$ cat src/rtl/stt_pkg.sv
package stt_pkg;

  localparam int SLOTS  = 16;
  // handles are 4 bits wide, so at most 16 slots are ever used
  localparam int USABLE = (SLOTS < 16) ? SLOTS : 16;
  localparam int SLOT_W = 4;

  localparam int Q_DEPTH = 2;
  localparam int Q_AW    = (Q_DEPTH > 1) ? $clog2(Q_DEPTH) : 1;
  localparam int Q_CW    = $clog2(Q_DEPTH + 1);

  localparam logic [1:0] OP_ADD  = 2'd0;
  localparam logic [1:0] OP_DEL  = 2'd1;
  localparam logic [1:0] OP_SCAN = 2'd2;

  localparam logic [1:0] MODE_ONESHOT  = 2'd0;
  localparam logic [1:0] MODE_PERIODIC = 2'd1;

  localparam logic [2:0] KIND_ADDED   = 3'd0;
  localparam logic [2:0] KIND_FULL    = 3'd1;
  localparam logic [2:0] KIND_DELETED = 3'd2;
  localparam logic [2:0] KIND_EXPIRED = 3'd3;
  localparam logic [2:0] KIND_NONE    = 3'd4;

  typedef struct packed {
    logic [1:0]        opcode;
    logic [31:0]       now;
    logic [1:0]        mode;
    logic [31:0]       period;
    logic [SLOT_W-1:0] slot;
  } in_t;

  typedef struct packed {
    logic [SLOT_W-1:0] slot_out;
    logic [2:0]        kind;
    logic              last;
  } out_t;

  // decoded command handed from front to back
  typedef struct packed {
    logic [1:0]        op;
    logic [31:0]       now;
    logic [31:0]       deadline;
    logic [1:0]        mode;
    logic [31:0]       period;
    logic [SLOT_W-1:0] slot;
  } cmd_t;

endpackage

$ cat src/rtl/stt_front.sv
module stt_front (
  input  logic          in_valid,
  output logic          in_stall,
  input  stt_pkg::in_t  in_data,
  output logic          push,
  output stt_pkg::cmd_t push_data,
  input  logic          q_full
);

  logic known_op;

  // opcode 3 is swallowed here and never reaches the back end
  assign known_op = (in_data.opcode == stt_pkg::OP_ADD) ||
                    (in_data.opcode == stt_pkg::OP_DEL) ||
                    (in_data.opcode == stt_pkg::OP_SCAN);

  assign in_stall = q_full;
  assign push     = in_valid && !q_full && known_op;

  always_comb begin
    push_data.op       = in_data.opcode;
    push_data.now      = in_data.now;
    push_data.deadline = in_data.now + in_data.period;
    push_data.mode     = in_data.mode;
    push_data.period   = in_data.period;
    push_data.slot     = in_data.slot;
  end

endmodule

$ cat src/rtl/stt_fifo.sv
module stt_fifo (
  input  logic          clk,
  input  logic          rst_n,
  input  logic          push,
  input  stt_pkg::cmd_t push_data,
  output logic          full,
  input  logic          pop,
  output logic          head_valid,
  output stt_pkg::cmd_t head
);

  stt_pkg::cmd_t                   mem_r [stt_pkg::Q_DEPTH];
  logic [stt_pkg::Q_AW-1:0]        wr_ptr_r, wr_ptr_nxt;
  logic [stt_pkg::Q_AW-1:0]        rd_ptr_r, rd_ptr_nxt;
  logic [stt_pkg::Q_CW-1:0]        cnt_r, cnt_nxt;

  assign full       = (cnt_r == stt_pkg::Q_CW'(stt_pkg::Q_DEPTH));
  assign head_valid = (cnt_r != '0);
  assign head       = mem_r[rd_ptr_r];

  function automatic logic [stt_pkg::Q_AW-1:0] ptr_inc(input logic [stt_pkg::Q_AW-1:0] p);
    ptr_inc = (p == stt_pkg::Q_AW'(stt_pkg::Q_DEPTH - 1)) ? '0 : p + 1'b1;
  endfunction

  always_comb begin
    wr_ptr_nxt = push ? ptr_inc(wr_ptr_r) : wr_ptr_r;
    rd_ptr_nxt = pop ? ptr_inc(rd_ptr_r) : rd_ptr_r;
    cnt_nxt    = cnt_r;
    if (push && !pop) begin
      cnt_nxt = cnt_r + 1'b1;
    end else if (pop && !push) begin
      cnt_nxt = cnt_r - 1'b1;
    end
  end

  always_ff @(posedge clk) begin
    if (!rst_n) begin
      wr_ptr_r <= '0;
      rd_ptr_r <= '0;
      cnt_r    <= '0;
    end else begin
      wr_ptr_r <= wr_ptr_nxt;
      rd_ptr_r <= rd_ptr_nxt;
      cnt_r    <= cnt_nxt;
    end
  end

  always_ff @(posedge clk) begin
    if (push) begin
      mem_r[wr_ptr_r] <= push_data;
    end
  end

endmodule

$ cat src/rtl/stt_back.sv
module stt_back (
  input  logic          clk,
  input  logic          rst_n,
  input  logic          q_valid,
  input  stt_pkg::cmd_t q_head,
  output logic          q_pop,
  output logic          out_valid,
  input  logic          out_stall,
  output stt_pkg::out_t out_data
);

  localparam int W = stt_pkg::SLOT_W;
  localparam logic [W-1:0] LAST_IDX = W'(stt_pkg::USABLE - 1);

  typedef enum logic [1:0] {ST_IDLE, ST_SCAN, ST_FLUSH} state_t;

  state_t                      state_r, state_nxt;
  logic [stt_pkg::USABLE-1:0]  occ_r, occ_nxt;
  logic [stt_pkg::USABLE-1:0]  armed_r, armed_nxt;
  logic [W-1:0]                idx_r, idx_nxt;
  logic                        pend_v_r, pend_v_nxt;
  logic [W-1:0]                pend_slot_r, pend_slot_nxt;
  logic [31:0]                 scan_now_r, scan_now_nxt;
  logic                        out_valid_r, out_valid_nxt;
  stt_pkg::out_t               out_data_r, out_data_nxt;

  logic [1:0]                  mode_r     [stt_pkg::USABLE];
  logic [31:0]                 deadline_r [stt_pkg::USABLE];
  logic [31:0]                 reload_r   [stt_pkg::USABLE];

  logic         wr_en, wr_full;
  logic [W-1:0] wr_idx;
  logic [31:0]  wr_deadline;

  logic         out_free;
  logic         free_found;
  logic [W-1:0] free_idx;
  logic [31:0]  since;
  logic         hit;

  assign out_free  = !out_valid_r || !out_stall;
  assign out_valid = out_valid_r;
  assign out_data  = out_data_r;

  // lowest free slot
  always_comb begin
    free_found = 1'b0;
    free_idx   = '0;
    for (int i = 0; i < stt_pkg::USABLE; i++) begin
      if (!occ_r[i] && !free_found) begin
        free_found = 1'b1;
        free_idx   = W'(i);
      end
    end
  end

  // wrap-safe "now at or after deadline"
  assign since = scan_now_r - deadline_r[idx_r];
  assign hit   = occ_r[idx_r] && armed_r[idx_r] && !since[31];

  always_comb begin
    state_nxt     = state_r;
    occ_nxt       = occ_r;
    armed_nxt     = armed_r;
    idx_nxt       = idx_r;
    pend_v_nxt    = pend_v_r;
    pend_slot_nxt = pend_slot_r;
    scan_now_nxt  = scan_now_r;
    out_valid_nxt = out_valid_r && out_stall;
    out_data_nxt  = out_data_r;
    q_pop         = 1'b0;
    wr_en         = 1'b0;
    wr_full       = 1'b0;
    wr_idx        = idx_r;
    wr_deadline   = scan_now_r + reload_r[idx_r];

    case (state_r)
      ST_IDLE: begin
        if (q_valid && out_free) begin
          q_pop = 1'b1;
          case (q_head.op)
            stt_pkg::OP_ADD: begin
              out_valid_nxt = 1'b1;
              if (free_found) begin
                occ_nxt[free_idx]   = 1'b1;
                armed_nxt[free_idx] = 1'b1;
                wr_en        = 1'b1;
                wr_full      = 1'b1;
                wr_idx       = free_idx;
                wr_deadline  = q_head.deadline;
                out_data_nxt = '{slot_out: free_idx, kind: stt_pkg::KIND_ADDED, last: 1'b1};
              end else begin
                out_data_nxt = '{slot_out: '0, kind: stt_pkg::KIND_FULL, last: 1'b1};
              end
            end
            stt_pkg::OP_DEL: begin
              out_valid_nxt = 1'b1;
              if ({1'b0, q_head.slot} < (W+1)'(stt_pkg::USABLE)) begin
                occ_nxt[q_head.slot]   = 1'b0;
                armed_nxt[q_head.slot] = 1'b0;
              end
              out_data_nxt = '{slot_out: q_head.slot, kind: stt_pkg::KIND_DELETED,
                               last: 1'b1};
            end
            stt_pkg::OP_SCAN: begin
              scan_now_nxt = q_head.now;
              idx_nxt      = '0;
              pend_v_nxt   = 1'b0;
              state_nxt    = ST_SCAN;
            end
            default: begin
            end
          endcase
        end
      end
      ST_SCAN: begin
        // a hit with a result still held back must hand that result over first
        if (!(hit && pend_v_r) || out_free) begin
          if (hit) begin
            if (pend_v_r) begin
              out_valid_nxt = 1'b1;
              out_data_nxt  = '{slot_out: pend_slot_r, kind: stt_pkg::KIND_EXPIRED,
                                last: 1'b0};
            end
            pend_v_nxt    = 1'b1;
            pend_slot_nxt = idx_r;
            armed_nxt[idx_r] = 1'b0;
            if (mode_r[idx_r] == stt_pkg::MODE_ONESHOT) begin
              occ_nxt[idx_r] = 1'b0;
            end else if (mode_r[idx_r] == stt_pkg::MODE_PERIODIC) begin
              armed_nxt[idx_r] = 1'b1;
              wr_en = 1'b1;
            end
          end
          idx_nxt = idx_r + 1'b1;
          if (idx_r == LAST_IDX) begin
            state_nxt = ST_FLUSH;
          end
        end
      end
      ST_FLUSH: begin
        if (out_free) begin
          out_valid_nxt = 1'b1;
          if (pend_v_r) begin
            out_data_nxt = '{slot_out: pend_slot_r, kind: stt_pkg::KIND_EXPIRED, last: 1'b1};
          end else begin
            out_data_nxt = '{slot_out: '0, kind: stt_pkg::KIND_NONE, last: 1'b1};
          end
          pend_v_nxt = 1'b0;
          state_nxt  = ST_IDLE;
        end
      end
      default: begin
        state_nxt = ST_IDLE;
      end
    endcase
  end

  always_ff @(posedge clk) begin
    if (!rst_n) begin
      state_r     <= ST_IDLE;
      occ_r       <= '0;
      armed_r     <= '0;
      idx_r       <= '0;
      pend_v_r    <= 1'b0;
      pend_slot_r <= '0;
      scan_now_r  <= '0;
      out_valid_r <= 1'b0;
      out_data_r  <= '0;
    end else begin
      state_r     <= state_nxt;
      occ_r       <= occ_nxt;
      armed_r     <= armed_nxt;
      idx_r       <= idx_nxt;
      pend_v_r    <= pend_v_nxt;
      pend_slot_r <= pend_slot_nxt;
      scan_now_r  <= scan_now_nxt;
      out_valid_r <= out_valid_nxt;
      out_data_r  <= out_data_nxt;
    end
  end

  always_ff @(posedge clk) begin
    if (wr_en) begin
      deadline_r[wr_idx] <= wr_deadline;
      if (wr_full) begin
        mode_r[wr_idx]   <= q_head.mode;
        reload_r[wr_idx] <= q_head.period;
      end
    end
  end

endmodule

$ cat src/rtl/software_timer_table.sv
// Add and delete: the item is queued, then its result is registered; one item per cycle
// while the output is not stalled and no scan runs. Scan: the item is picked up, then
// one slot per cycle over all 16 slots, set by the single deadline compare, then a close.
// A stalled output holds the scan on the next expired slot.
// Reset (rst_n low, synchronous): every slot free and disarmed, queue and output empty.
module software_timer_table (
  input  logic          clk,
  input  logic          rst_n,
  input  logic          in_valid,
  output logic          in_stall,
  input  stt_pkg::in_t  in_data,
  output logic          out_valid,
  input  logic          out_stall,
  output stt_pkg::out_t out_data
);

  logic          push, q_full, q_pop, q_valid;
  stt_pkg::cmd_t push_data, q_head;

  stt_front u_front (
    .in_valid  (in_valid),
    .in_stall  (in_stall),
    .in_data   (in_data),
    .push      (push),
    .push_data (push_data),
    .q_full    (q_full)
  );

  stt_fifo u_fifo (
    .clk        (clk),
    .rst_n      (rst_n),
    .push       (push),
    .push_data  (push_data),
    .full       (q_full),
    .pop        (q_pop),
    .head_valid (q_valid),
    .head       (q_head)
  );

  stt_back u_back (
    .clk       (clk),
    .rst_n     (rst_n),
    .q_valid   (q_valid),
    .q_head    (q_head),
    .q_pop     (q_pop),
    .out_valid (out_valid),
    .out_stall (out_stall),
    .out_data  (out_data)
  );

endmodule

$ cat config.mk
export PLATFORM = sky130hd
export DESIGN_NAME = software_timer_table
export DESIGN_NICKNAME = d
export VERILOG_FILES = /design/src/rtl/stt_pkg.sv /design/src/rtl/stt_front.sv /design/src/rtl/stt_fifo.sv /design/src/rtl/stt_back.sv /design/src/rtl/software_timer_table.sv
export SDC_FILE = /design/constraint.sdc
export NUM_CORES = 1
export LEC_CHECK = 0
export ABC_AREA = 0
export BUFFER_PORTS_ARGS = -buffer_cell sky130_fd_sc_hd__buf_2
export CAP_MARGIN = 30
export CORE_MARGIN = 2
export CORE_UTILIZATION = 40
export CTS_CLUSTER_DIAMETER = 100
export CTS_CLUSTER_SIZE = 16
export DETAILED_ROUTE_END_ITERATION = 7
export HOLD_SLACK_MARGIN = 0.02
export PLACE_DENSITY = 0.53
export SLEW_MARGIN = 20
export SYNTH_ARGS = -nofsm -noshare
export SYNTH_HDL_FRONTEND = slang
export SYNTH_SLANG_ARGS = --single-unit
$ cat constraint.sdc
create_clock -name clk -period 8.7 [get_ports clk]
set_input_delay 1.305 -clock clk [delete_from_list [all_inputs] [get_ports clk]]
set_output_delay 1.305 -clock clk [all_outputs]
set_load 0.05 [all_outputs]
# Word level (Yosys, flattened, before mapping)
# Memory sizes are Yosys's and may differ from the RTL's. A register that Yosys moved wholly into a read port is not among the register bits.
# Index checks and enable logic that the tools add are counted.
# totals
reg_bits,88
ram_bits,1264
output_inout_bits,10
wordCells,270
memories,4
# mem_list
name,words,width,read_ports,rd_clocked_by_memory_dff,wr,line_no,source
u_back.deadline_r,16,32,1,1,1,stt_back.sv:28,logic [31:0] deadline_r [stt_pkg::USABLE];
u_back.reload_r,16,32,1,1,1,stt_back.sv:29,logic [31:0] reload_r [stt_pkg::USABLE];
u_fifo.mem_r,2,104,1,1,1,stt_fifo.sv:12,stt_pkg::cmd_t mem_r [stt_pkg::Q_DEPTH];
u_back.mode_r,16,2,1,1,1,stt_back.sv:27,logic [1:0] mode_r [stt_pkg::USABLE];
# classes
add_sub_neg,8
order_cmp,6
eq_ne,19
mux,126
n_bitwise,9
n_reduce_logical,84
# ops
op,count
16-bit two-way mux,11
32-bit two-way mux,4
16-bit one-hot mux with 2 select lines,4
4-bit two-way mux,21
32-bit adder,2
16-bit bitwise AND,4
8-bit two-way mux,7
1-bit two-way mux,54
16-bit OR,3
1-bit zero test,36
16-bit inverter,2
32-bit subtractor,1
1-bit logical AND,27
8-bit one-hot mux with 3 select lines,1
2-bit two-way mux,9
8-bit one-hot mux with 2 select lines,1
4-bit by 5-bit less-than comparator with 1-bit output (second input constant),3
2-bit by 1-bit inequality test with 1-bit output (second input constant),7
7-bit AND reduction,2
1-bit demux with 4-bit select,3
4-bit by 1-bit >= comparator with 1-bit output (second input constant),3
3-bit two-way mux,4
6-bit AND reduction,2
1-bit binary-select mux with 4-bit select,2
22 further kinds,39

# Depth between registers and ports, before layout
# depth
depth_word,54
mapped_depth,19
mapped_depth_nobuf,13

# Cells and area by module
# A second synthesis with hierarchy kept.
# unflattened
cells_unflattened,3331
area_unflattened_um2,57991.9
# modules_own_cells
mod,n_inst,cells_each,area_each_um2,seq_area_each_um2
stt_back,1,2623,47509.3,33472.1
stt_fifo,1,346,7975.1,6346.1
stt_front,1,362,2507.4,0.0

# Least setup slack after synthesis
# No wires, ideal clock.
# synth_path
kind,register to register
from,register with a tool-made name
to,memory u_back.deadline_r[0][0] (enable)
setup_time_ps,470
arrival_ps,6771
path_slack_ps,1459
stages_incl_launch_ff,19
period_less_slack_ps,7241
cell_sequence,dfxtp_1 > buf_6 > buf_12 > buf_2 > buf_2 > buf_1 > mux4_2 > mux4_2 > inv_1 > ha_1 > a21o_1 > a21o_1 > a211oi_1 > nand3_1 > o31a_2 > mux2i_1 > buf_4 > nand4b_4 > a211oi_1
# synth_lines
item,line_no
end: declaration,stt_back.sv:28

==> Flow_metrics.wiki <==
{| class="wikitable"
! Metric !! Value
|-
| Detailed Routing Iterations Pass 1 || 5
|-
| Sink count of the clock tree || 1,357
|-
| Final setup TNS || 0 ps
|-
| Worst-path cell with the longest stage delay || sky130_fd_sc_hd__dfxtp_4
|-
| Net Sw Power || 4.70 mW
|-
| Core footprint || 141,000 sq um
|-
| Yosys cell types || 78
|-
| Post-cts hold buffer count || 0
|-
| Synth Net Count || 3,392
|-
| Hold Crit Start || u_back.out_data[6]
|-
| Fraction of power spent switching nets || 0.290
|-
| Gates resized, CTS repair || 0
|-
| Sequential fraction of the synthesis area || 0.700
|-
| Average footprint of a synthesized cell || 17.7 sq um
|-
| Power, Total || 16.2 mW
|-
| Crit Path Category || reg2reg
|-
| Number of port buffers || 85
|-
| Final count of pins violating max slew || 0
|-
| HPWL Detailed || 87,800 um
|-
| Number of buffers created by CTS || 94
|-
| Yosys warnings || 0
|-
| Number of cell rows || 138
|-
| Relative contribution of combinational cells to total power || 0.217
|-
| Kind of launch point of the worst setup path || flip-flop
|-
| Area share of the leading cell type in the synthesized netlist || 0.667
|-
| Via count of the first global-routing pass || 30,950
|-
| Path category of the worst min-delay check || reg2reg
|-
| Weighted congestion at the end of routability-driven global placement || 0.889
|-
| End of the worst register-to-register path || u_back.deadline_r[4][22]
|-
| Die area || 145,000 sq um
|-
| Layout net count || 3,518
|-
| Wire length of the first global-routing pass || 213,000 um
|-
| Pin count of the biggest net entering global routing || 106
|-
| Setup-failing EPs final || 0
|-
| Number of routed nets with antenna violations || 0
|-
| Top-count cell post-synth || sky130_fd_sc_hd__edfxtp_1
|-
| Total inserted antenna cells || 0
|-
| Power per cell area || 257 nW/um^2
|-
| Cell family contributing the most delay on the critical path || compound AO/OA/AOI/OAI gates
|-
| Remaining routing DRC violations || 0
|-
| Part of the total power dissipated in sequential elements || 0.520
|-
| Sum of buffers and inverters on the critical path || 4
|-
| Initial antenna violation count || 15
|-
| RSZ-0062 raised after global routing || no
|-
| Hold path endpoint || u_back.out_data[6]
|-
| Post-DR wirelength/cell || 27.6 um
|-
| Critical path cell sequence || buf_12, buf_12, mux4_2, mux4_2, ha_1, inv_1, fa_1, nand2b_1, a21oi_1, o31ai_1, a2111o_1, a21boi_0, a21boi_0, xor2_1, a21oi_1, buf_4
|-
| Slew at the pin with the worst max-slew slack || 981 ps
|-
| Die H || 381 um
|-
| Clock tree from TritonCTS || yes
|-
| Synth cell count leaders || sky130_fd_sc_hd__edfxtp_1, sky130_fd_sc_hd__mux4_2, sky130_fd_sc_hd__nand2_1, sky130_fd_sc_hd__a21oi_1, sky130_fd_sc_hd__nor2_1
|-
| Number of fill cells in the layout || 12,066
|-
| Highest attainable clock frequency || 154 MHz
|-
| Number of synthesized flops with an enable pin || 1,264
|-
| Aggregate global-route resource usage || 0.199
|-
| Cell chosen for the clock root || sky130_fd_sc_hd__clkbuf_16
|-
| Number of setup buffers added after CTS || 0
|-
| GRT Residual Overflow || 0
|-
| Clock-pin transition on the worst setup and hold timing paths || 80 ps
|-
| Synth Flop Type || sky130_fd_sc_hd__edfxtp_1
|-
| Crit. End Element || flip-flop
|-
| DRC violation total after the first TritonRoute iteration || 2,622
|-
| Clock power share || 0.263
|-
| Overall die width || 381 um
|-
| Top cells by area, synth || sky130_fd_sc_hd__edfxtp_1, sky130_fd_sc_hd__mux4_2, sky130_fd_sc_hd__dfxtp_1
|-
| Relative slew slack || 0.344
|-
| Via count || 30,401
|-
| Critical path arrival || 7060 ps
|-
| Clock Skew || 40.0 ps
|-
| Share of final-layout standard cells stronger than drive strength 1 || 0.210
|-
| CP Depth || 16
|-
| IO Pins || 86
|-
| Bufs on Longest Clock Path || 3
|-
| Register bit total from synthesis || 1,357
|-
| Via/cell ratio || 5.74
|-
| Worst-skew pair later-pin latency || 720 ps
|-
| Static Leakage || 19.5 nW
|-
| Number of hold-slack violations in the final timing report || 0
|-
| Worst vdd rail ir drop || 0.000168 V
|-
| Register-to-register path setup slack || 2190 ps
|-
| Cell Area, Synth || 56,900 sq um
|-
| Area growth from synthesis to final layout || 10.6%
|-
| Post-synthesis async set-or-reset flop share || 0
|-
| Final critical-path share of the clock period || 0.748
|-
| Outcome || complete, no violations
|-
| Wire length reported by the detailed router || 146,000 um
|-
| P_int || 11.5 mW
|-
| Worst Reg-to-Reg Cells || 16
|-
| Required time of the critical path || 9250 ps
|-
| Library cell with the largest summed area after synthesis || sky130_fd_sc_hd__edfxtp_1
|-
| Cell count of the worst hold path || 2
|-
| Worst stage delay on the critical path || 730 ps
|-
| Starting density of the core || 0.402
|-
| Max_cap viols || 0
|-
| Critical path fanouts, max || 68
|-
| Final critical-path required period || 6510 ps
|-
| H-tree lvl count || 3
|-
| Gate count after technology mapping || 3,211
|}
==> registers in the layout, indices dropped and copies added (netlist names), named ones only <==
signal              cells
u_fifo.cnt_r            2
u_back.mode_r          32
u_fifo.wr_ptr_r         1
u_back.pend_slot_r      4
u_back.state_r          2
u_back.out_data         8
u_back.occ_r           16
u_back.scan_now_r      32
u_back.reload_r       512
u_back.out_valid        1
u_fifo.mem_r          208
u_back.deadline_r     512
u_back.pend_v_r         1
u_fifo.rd_ptr_r         1
u_back.idx_r            4
==> cell usage in the layout (no fill, tap or decap), types with 10 or more instances in the layout <==
master,Yosys,final
sky130_fd_sc_hd__edfxtp_1,1264,1264
sky130_fd_sc_hd__mux4_2,327,327
sky130_fd_sc_hd__nand2_1,194,193
sky130_fd_sc_hd__a21oi_1,142,138
sky130_fd_sc_hd__nor2_1,139,117
sky130_fd_sc_hd__ha_1,103,103
sky130_fd_sc_hd__o21ai_0,99,97
sky130_fd_sc_hd__clkbuf_16,0,97
sky130_fd_sc_hd__mux2i_1,94,94
sky130_fd_sc_hd__dfxtp_1,93,88
sky130_fd_sc_hd__buf_2,14,86
sky130_fd_sc_hd__buf_4,3,81
sky130_fd_sc_hd__inv_1,80,80
sky130_fd_sc_hd__clkbuf_1,101,64
sky130_fd_sc_hd__a211oi_1,65,57
sky130_fd_sc_hd__nand3_1,43,43
sky130_fd_sc_hd__mux2_2,40,40
sky130_fd_sc_hd__nor3_1,41,37
sky130_fd_sc_hd__xnor2_1,27,27
sky130_fd_sc_hd__o22ai_1,25,25
sky130_fd_sc_hd__a21o_1,23,23
sky130_fd_sc_hd__nor2_4,0,21
sky130_fd_sc_hd__o21a_1,20,20
sky130_fd_sc_hd__nor2b_1,19,18
sky130_fd_sc_hd__xor2_1,18,18
sky130_fd_sc_hd__nand2b_1,17,17
sky130_fd_sc_hd__nor4_1,10,10
sky130_fd_sc_hd__or3_1,10,10
sky130_fd_sc_hd__o31ai_1,10,10
sky130_fd_sc_hd__nand4_1,10,10
sky130_fd_sc_hd__and3_1,10,10
==> worst max-delay path by stage <==
stage / from / to / slack [ps]
floorplan: flip-flop / u_back.deadline_r[0][0] / 1460
global placement: flip-flop / u_back.deadline_r[12][3] / 1730
detailed placement: flip-flop / u_back.deadline_r[11][27] / 1680
CTS: flip-flop / u_back.deadline_r[11][19] / 1650
global route: flip-flop / u_back.deadline_r[4][22] / 1740
finish: flip-flop / u_back.deadline_r[4][22] / 2190
==> per-layer routing <==
layer	GRT usage	vias to the layer above	wire length, um
met3	0.0279	197	7970
met4	0.0513	26	3000
met1	0.281	16081	63800
met5	0	-	172
li1	-	13202	-
met2	0.327	895	71000
==> per-stage QoR <==
step	setup WS, ps	area, sq um	hold slack [ps]	instances	utilization
after floorplan	1460	56900	449	3211	-
after global placement	1730	60100	456	5121	0.425
after global routing	1740	62900	484	5296	0.445
after CTS	1650	62900	467	5294	0.445
after detailed placement	1680	60200	454	5129	0.425
final	2190	62900	471	5296	0.445
==> cell families (layout without fill, tap and decap cells) <==
kind of cell / count (synthesis) / in the layout / synth area share
muxes: 467 / 467 / 0.156
adders and majority gates: 105 / 105 / 0.0234
xor gates and xnor gates: 45 / 45 / 0.00693
DFF: 1357 / 1357 / 0.700
and+or+nand+nor: 527 / 527 / 0.0423
AOI/OAI and AO/OA: 480 / 480 / 0.0543
buffers and inverters: 230 / 425 / 0.0166
==> power by group through the flow <==
stage,clock network (mW),logic [mW],registers [mW]
global placement,0,3.31,8.56
CTS,4.38,3.50,8.42
detailed placement,0,3.48,8.57
global route,4.61,3.82,8.44
floorplan,0,2.19,8.52
finish,4.26,3.51,8.42
==> worst register-to-register path: stages (launching register included) <==
cell	delay [ps]
sky130_fd_sc_hd__dfxtp_4	730
sky130_fd_sc_hd__buf_12	480
sky130_fd_sc_hd__buf_12	550
sky130_fd_sc_hd__mux4_2	710
sky130_fd_sc_hd__mux4_2	520
sky130_fd_sc_hd__ha_1	240
sky130_fd_sc_hd__inv_1	80
sky130_fd_sc_hd__fa_1	190
sky130_fd_sc_hd__nand2b_1	160
sky130_fd_sc_hd__a21oi_1	150
sky130_fd_sc_hd__o31ai_1	520
sky130_fd_sc_hd__a2111o_1	420
sky130_fd_sc_hd__a21boi_0	200
sky130_fd_sc_hd__a21boi_0	310
sky130_fd_sc_hd__xor2_1	110
sky130_fd_sc_hd__a21oi_1	660
sky130_fd_sc_hd__buf_4	300
==> layout make-up <==
cell class	instances	area [sq um]	share of cell area
flip-flops and latches	1357	39800	0.633
multi-input cells	1624	16400	0.261
clock buffers	162	2680	0.0426
well taps	1890	2360	0.0376
repair buffers	178	1240	0.0198
inverters	82	308	0.00489
clock inverters	3	37.5	0.000597
(Power assumes the default switching activity.)
